## config.mk

```make
export PLATFORM = sky130hd
export DESIGN_NAME = afg_lane
export DESIGN_NICKNAME = d
export VERILOG_FILES = /design/src/hdl/afg_pkg.sv /design/src/hdl/afg_lane.sv
export SDC_FILE = /design/constraint.sdc
export NUM_CORES = 1
export LEC_CHECK = 0
export BUFFER_PORTS_ARGS = -buffer_cell sky130_fd_sc_hd__buf_2
export CAP_MARGIN = 10
export CORE_MARGIN = 2
export CORE_UTILIZATION = 35
export CTS_CLUSTER_DIAMETER = 200
export DETAILED_ROUTE_END_ITERATION = 6
export GPL_TIMING_DRIVEN = 0
export PLACE_DENSITY_LB_ADDON = 0.3
export SYNTH_ARGS = -nofsm -noshare
export SYNTH_HDL_FRONTEND = slang
export SYNTH_SLANG_ARGS = --single-unit
```

## constraint.sdc

```tcl
create_clock -name clk -period 7.1 [get_ports clk]
set_input_delay 0.355 -clock clk [delete_from_list [all_inputs] [get_ports clk]]
set_output_delay 0.355 -clock clk [all_outputs]
set_load 0.01 [all_outputs]
```

## src/hdl/afg_pkg.sv

```systemverilog
// Package for the audio frame FIFO with gain: sizes, opcodes, state codes
// and the structs passed between the ring, the lanes and the top level.
// No dependencies.
`timescale 1ns / 1ps

package afg_pkg;

  localparam int RING_FRAMES = 4096;
  localparam int IDX_W       = $clog2(RING_FRAMES);
  localparam int FILL_W      = $clog2(RING_FRAMES + 1);
  localparam int SAMPLE_W    = 16;
  localparam int VOL_W       = 16;
  localparam int COUNT_W     = 32;
  localparam int PROD_W      = SAMPLE_W + VOL_W + 1;
  localparam int FRAC_W      = 15;

  localparam logic [VOL_W-1:0] UNITY_GATE   = 16'd32735;
  localparam logic [VOL_W-1:0] VOLUME_RESET = 16'd32768;

  localparam int ADDR_W = 3;
  localparam int DATA_W = 32;

  typedef enum logic [1:0] {
    OP_PUSH  = 2'd0,
    OP_PULL  = 2'd1,
    OP_CLEAR = 2'd2,
    OP_NOP   = 2'd3
  } opcode_t;

  typedef enum logic {
    REG_VOLUME = 1'b0,
    REG_PAUSED = 1'b1
  } reg_index_t;

  typedef enum logic [1:0] {
    ST_IDLE,
    ST_MUL,
    ST_OUT
  } state_t;

  typedef struct packed {
    logic               accepted;
    logic               frame_valid;
    logic [FILL_W-1:0]  buffered_frames;
    logic [COUNT_W-1:0] emitted_count;
  } ring_status_t;

  typedef struct packed {
    logic load;
    logic active;
    logic pass;
  } lane_ctrl_t;

endpackage

```

## src/hdl/afg_lane.sv

```systemverilog
// Gain lane: zero if inactive, raw sample if pass, else sample times the
// Q1.15 volume, truncated toward zero, saturated. Depends on afg_pkg.
`timescale 1ns / 1ps

module afg_lane import afg_pkg::*; (
  input  logic                       clk,
  input  lane_ctrl_t                 ctrl,
  input  logic signed [SAMPLE_W-1:0] sample,
  input  logic [VOL_W-1:0]           volume,
  output logic signed [SAMPLE_W-1:0] result
);

  localparam logic signed [PROD_W-1:0] ROUND_FIX = PROD_W'((1 << FRAC_W) - 1);
  localparam logic signed [PROD_W-1:0] SAT_HI    = PROD_W'((1 << (SAMPLE_W - 1)) - 1);
  localparam logic signed [PROD_W-1:0] SAT_LO    = -PROD_W'(1 << (SAMPLE_W - 1));

  logic signed [PROD_W-1:0]   product;
  logic signed [SAMPLE_W-1:0] raw;
  logic                       active;
  logic                       pass;

  logic signed [PROD_W-1:0] adjusted;
  logic signed [PROD_W-1:0] quotient;

  always_ff @(posedge clk) begin
    if (ctrl.load) begin
      product <= PROD_W'(sample) * $signed({1'b0, volume});
      raw     <= sample;
      active  <= ctrl.active;
      pass    <= ctrl.pass;
    end
  end

  always_comb begin
    adjusted = product + (product[PROD_W-1] ? ROUND_FIX : '0);
    quotient = adjusted >>> FRAC_W;
    if (!active) begin
      result = '0;
    end else if (pass) begin
      result = raw;
    end else if (quotient > SAT_HI) begin
      result = SAT_HI[SAMPLE_W-1:0];
    end else if (quotient < SAT_LO) begin
      result = SAT_LO[SAMPLE_W-1:0];
    end else begin
      result = quotient[SAMPLE_W-1:0];
    end
  end

endmodule

```

# Word level (Yosys, flattened, before mapping)
# Cells that the tools add are included.
# op_classes
n_mul,1
n_lt_le_gt_ge,2
addsub,1
n_mux,5
# op_table
cell,count
$mux 16,4
$add 33x15->33,1
$mul 16x17->33,1
$gt 18x16->1 const B,1
$lt 18x16->1 const B,1
$mux 15,1
# totals
word_cells,13
regBits,51
output_inout_bits,16

# Longest topological paths before layout
# depth
word_depth,7
ltp_mapped,24
mapped_depth_nobuf,22

# Least setup slack after synthesis
# No wires, ideal clock.
# synth_timing
path_kind,input -> register
start,in sample[1]
end,"reg product[16], data pin"
arrival_time_ps,5738
slack_ps,1101
path_stages,22
setup_ps,261
n_path_buf,1
cell_sequence,clkbuf_1 -> nand2_1 -> fa_1 -> fa_1 -> inv_1 -> fa_1 -> inv_1 -> fa_1 -> inv_1 -> fa_1 -> inv_1 -> fa_1 -> inv_1 -> ha_1 -> nand3_1 -> nor4_1 -> nor2_1 -> a21boi_0 -> o21ai_0 -> a21boi_0 -> nor4_1 -> a311o_1
# synth_between
elab_chain_len,1
# synth_lines
item,line_no,rtl
start: declaration,afg_lane.sv:8,"input logic signed [SAMPLE_W-1:0] sample,"
$mul 16x17->33,afg_lane.sv:27,"product <= PROD_W'(sample) * $signed({1'b0, volume});"
end signal: assignment,afg_lane.sv:27,
end: declaration,afg_lane.sv:17,logic signed [PROD_W-1:0] product;
# No other way between the ends.
# A chain may end at the register's enable or synchronous reset.

# Final worst setup path
# layout_timing
start,in sample[4]
end,"reg product[16], data pin"
# The elaborated chain is that of the path after synthesis.

==> results.cfg <==
[clocking]
clock-root-buffer = clkbuf_16
cts_setup_buffers = 0
h-tree-depth = 2
cts-hold-fix-buffers = 0
clk_pin_slew_worst_paths_ns = 0.07
cts-root-to-sink-buffers = 2
tritoncts = built
cts_buffers = 5
clock_sink_count = 51

[layout]
layoutNonFillerInstCount = 1740
post_route_cells_drive_above_1_share = 0.0578
final_net_count = 1663
antenna-diode-count = 0
area.growth.synth_to_final_pct = 8.26

[worst_hold_path]
worst_hold_path_type = primary input to flip-flop
hold_path_endpoint = active$_DFFE_PP_
worstHoldPathCells = 1
hp-start = ctrl[1]

[logic_synthesis]
post-synth-top-area-fraction = 0.340
synthCells = 1244
post-synth-top-count-cell = inv_1
yosysTopAreaCell = fa_1
synth.ff_latch_count = 51
ys.flop_type = edfxtp_1
synth.lib_cells_used.distinct = 49
synth-edff-count = 51
synth_seq_area_share = 0.134
synth_commonest_cells = 270 x inv_1, 194 x fa_1, 152 x nand2_1
synth_area_um2 = 11400
ys_async_sr_fraction = 0
synth_area_per_cell_um2 = 9.17
synth.yosys.warnings = 0
synth.area.top_cells = fa_1 34%, ha_1 15%, edfxtp_1 13%, inv_1 8.9%, and2_1 6.7%
synth_nets = 1610

[sta]
finalHoldViolCount = 0
finalWorstSetupSlack_ns = 0.392
final.min_clock_period_ns = 6.71
setup_repair_after_global_routing_missed_its_margin = no
drv_slew = 0
fin_crit_sh = 0.945
smallest_hold_slack_ns = 0.236
fin_tns_setup_ns = 0
setup_violations = 0
timing.max_slew.rel_slack = 0.237
worst_tran_pin_value_ns = 1.14
maxClockFrequency_mhz = 149

[route]
drc_violation_count_after_routing = 0
dr_vias = 8560
final_antenna_net_count = 0
wl_per_cell_um = 17.7
drt_iter0_markers = 453
route.final.wire_length_um = 30800
vias_per_cell = 4.92
drt-pass1-iter-count = 5

[worst_setup_path]
worst-path-buf-inv = 8
critPathMaxStageDelay_ns = 0.53
timing_worst_setup_path_type = primary input to flip-flop
cp-startpoint = sample[4]
timing.critical_path.fanout_max = 10
cp_data_arrival_time_ns = 6.74
cpLargestDelayFamily = adder cells
worst_setup_path_end_kind = flip-flop
timing.critical_path.slowest_stage_cell = fa_1
required_ns = 7.13
start_kind = primary input
ordered_cell_list_for_the_critical_path = buf_2 -> clkbuf_1 -> and2_1 -> fa_1 -> inv_1 -> fa_1 -> inv_1 -> fa_1 -> inv_1 -> fa_1 -> inv_1 -> fa_1 -> inv_1 -> fa_1 -> inv_1 -> ha_1 -> nand3_1 -> nor4_2 -> nor2_1 -> a21boi_0 -> o21ai_0 -> a21boi_0 -> nor4_1 -> a311o_1

[floorplan]
top_level_ports = 52
die_outline_area_um2 = 34100
floorplan.initialDensity = 0.353
coreArea_um2 = 32300
die_width_um = 185
floorplan.die.height_um = 185
fp-row-count = 66

[global_route]
wire_length_of_the_first_global_routing_pass_um = 49200
grt_start_max_net_pins = 52
via_count_of_the_first_global_routing_pass = 8877
globalRoute.totalOverflow = 0
number_of_antenna_violations_at_the_first_check_in_global_routing = 2
total_routing_usage_gr = 0.192

[status]
status = completed

[placement]
dp_hpwl_um = 25200
io_buffer_count = 51
dpl.cell_count = 1737
gp_routability_congestion = 0.874
detailedPlace.worstSlack_ns = -0.141

[run]
maxCapViolations = 0
through the flow:
stage	area (um2)	util
final	12400	0.383
after global routing	12400	0.383
after CTS	12400	0.383
after detailed placement	12200	0.378
after global placement	12200	0.378
after floorplan	11400	-
worst max path at each step:
stage / slack (ns) / cells after the start / end
5_1_grt: 0.005 / 24 / product[16]$_DFFE_PP_
3_3_place_gp: -0.08 / 24 / product[32]$_DFFE_PP_
2_1_floorplan: 1.10 / 22 / product[16]$_DFFE_PP_
4_1_cts: 0.17 / 24 / product[32]$_DFFE_PP_
6_report: 0.39 / 24 / product[16]$_DFFE_PP_
3_5_place_dp: -0.14 / 24 / product[32]$_DFFE_PP_
final cells by class:
class	count	area, um2
plain buffers	35	153
well taps	442	553
clock buffers	6	129
repair buffers	51	255
fillers	3329	19900
clock inverters	2	12.5
inverters	271	1020
multi-input cells	882	8700
flip-flops and latches	51	1530
layer usage:
metal  track usage  wire length [um]  share of wire  up-vias
met3        0.0336              1910          0.062       31
met4        0.0384               543          0.018        0
met5             0                 0              0        -
met2         0.327             14900           0.48      228
met1         0.256             13400           0.44     4319
li1              -                 -              -     3982
kinds of logic after synthesis:
logic type / share of synthesized area
compound gates: 0.0793
simple gates: 0.161
flops: 0.134
mux: 0.000877
xor+xnor: 0.0315
fa+ha+maj: 0.490
buf+inv: 0.104
cells in the final DEF, fill, tap and decap left out, types with 4 or more instances in the layout:
cell type	n
inv_1	270
fa_1	194
nand2_1	152
ha_1	136
and2_1	122
buf_2	52
edfxtp_1	51
a21oi_1	49
o21ai_0	34
xnor2_1	34
nor2_1	32
clkbuf_1	29
nand3_1	19
a21o_1	12
nand2b_1	11
nand4_1	10
o211ai_1	8
a211oi_1	7
xor2_1	7
o21bai_1	7
and3_1	5
a31oi_1	5
clkbuf_16	5
clkbuf_2	4
nor3_1	4
sequential cells by signal (all words and copies together), names as in the netlist:
register  count
raw          16
pass          1
active        1
product      33
timing repair:
action | in CTS | in global routing
hold endpoints to repair | 0 | 0
endpoints found under the setup margin | 0 | 4
gates resized for setup | 0 | 9
Power is left out: the tool's default activity adds up to more than one toggle a clock period on the data nets, which glitch-free logic cannot reach.
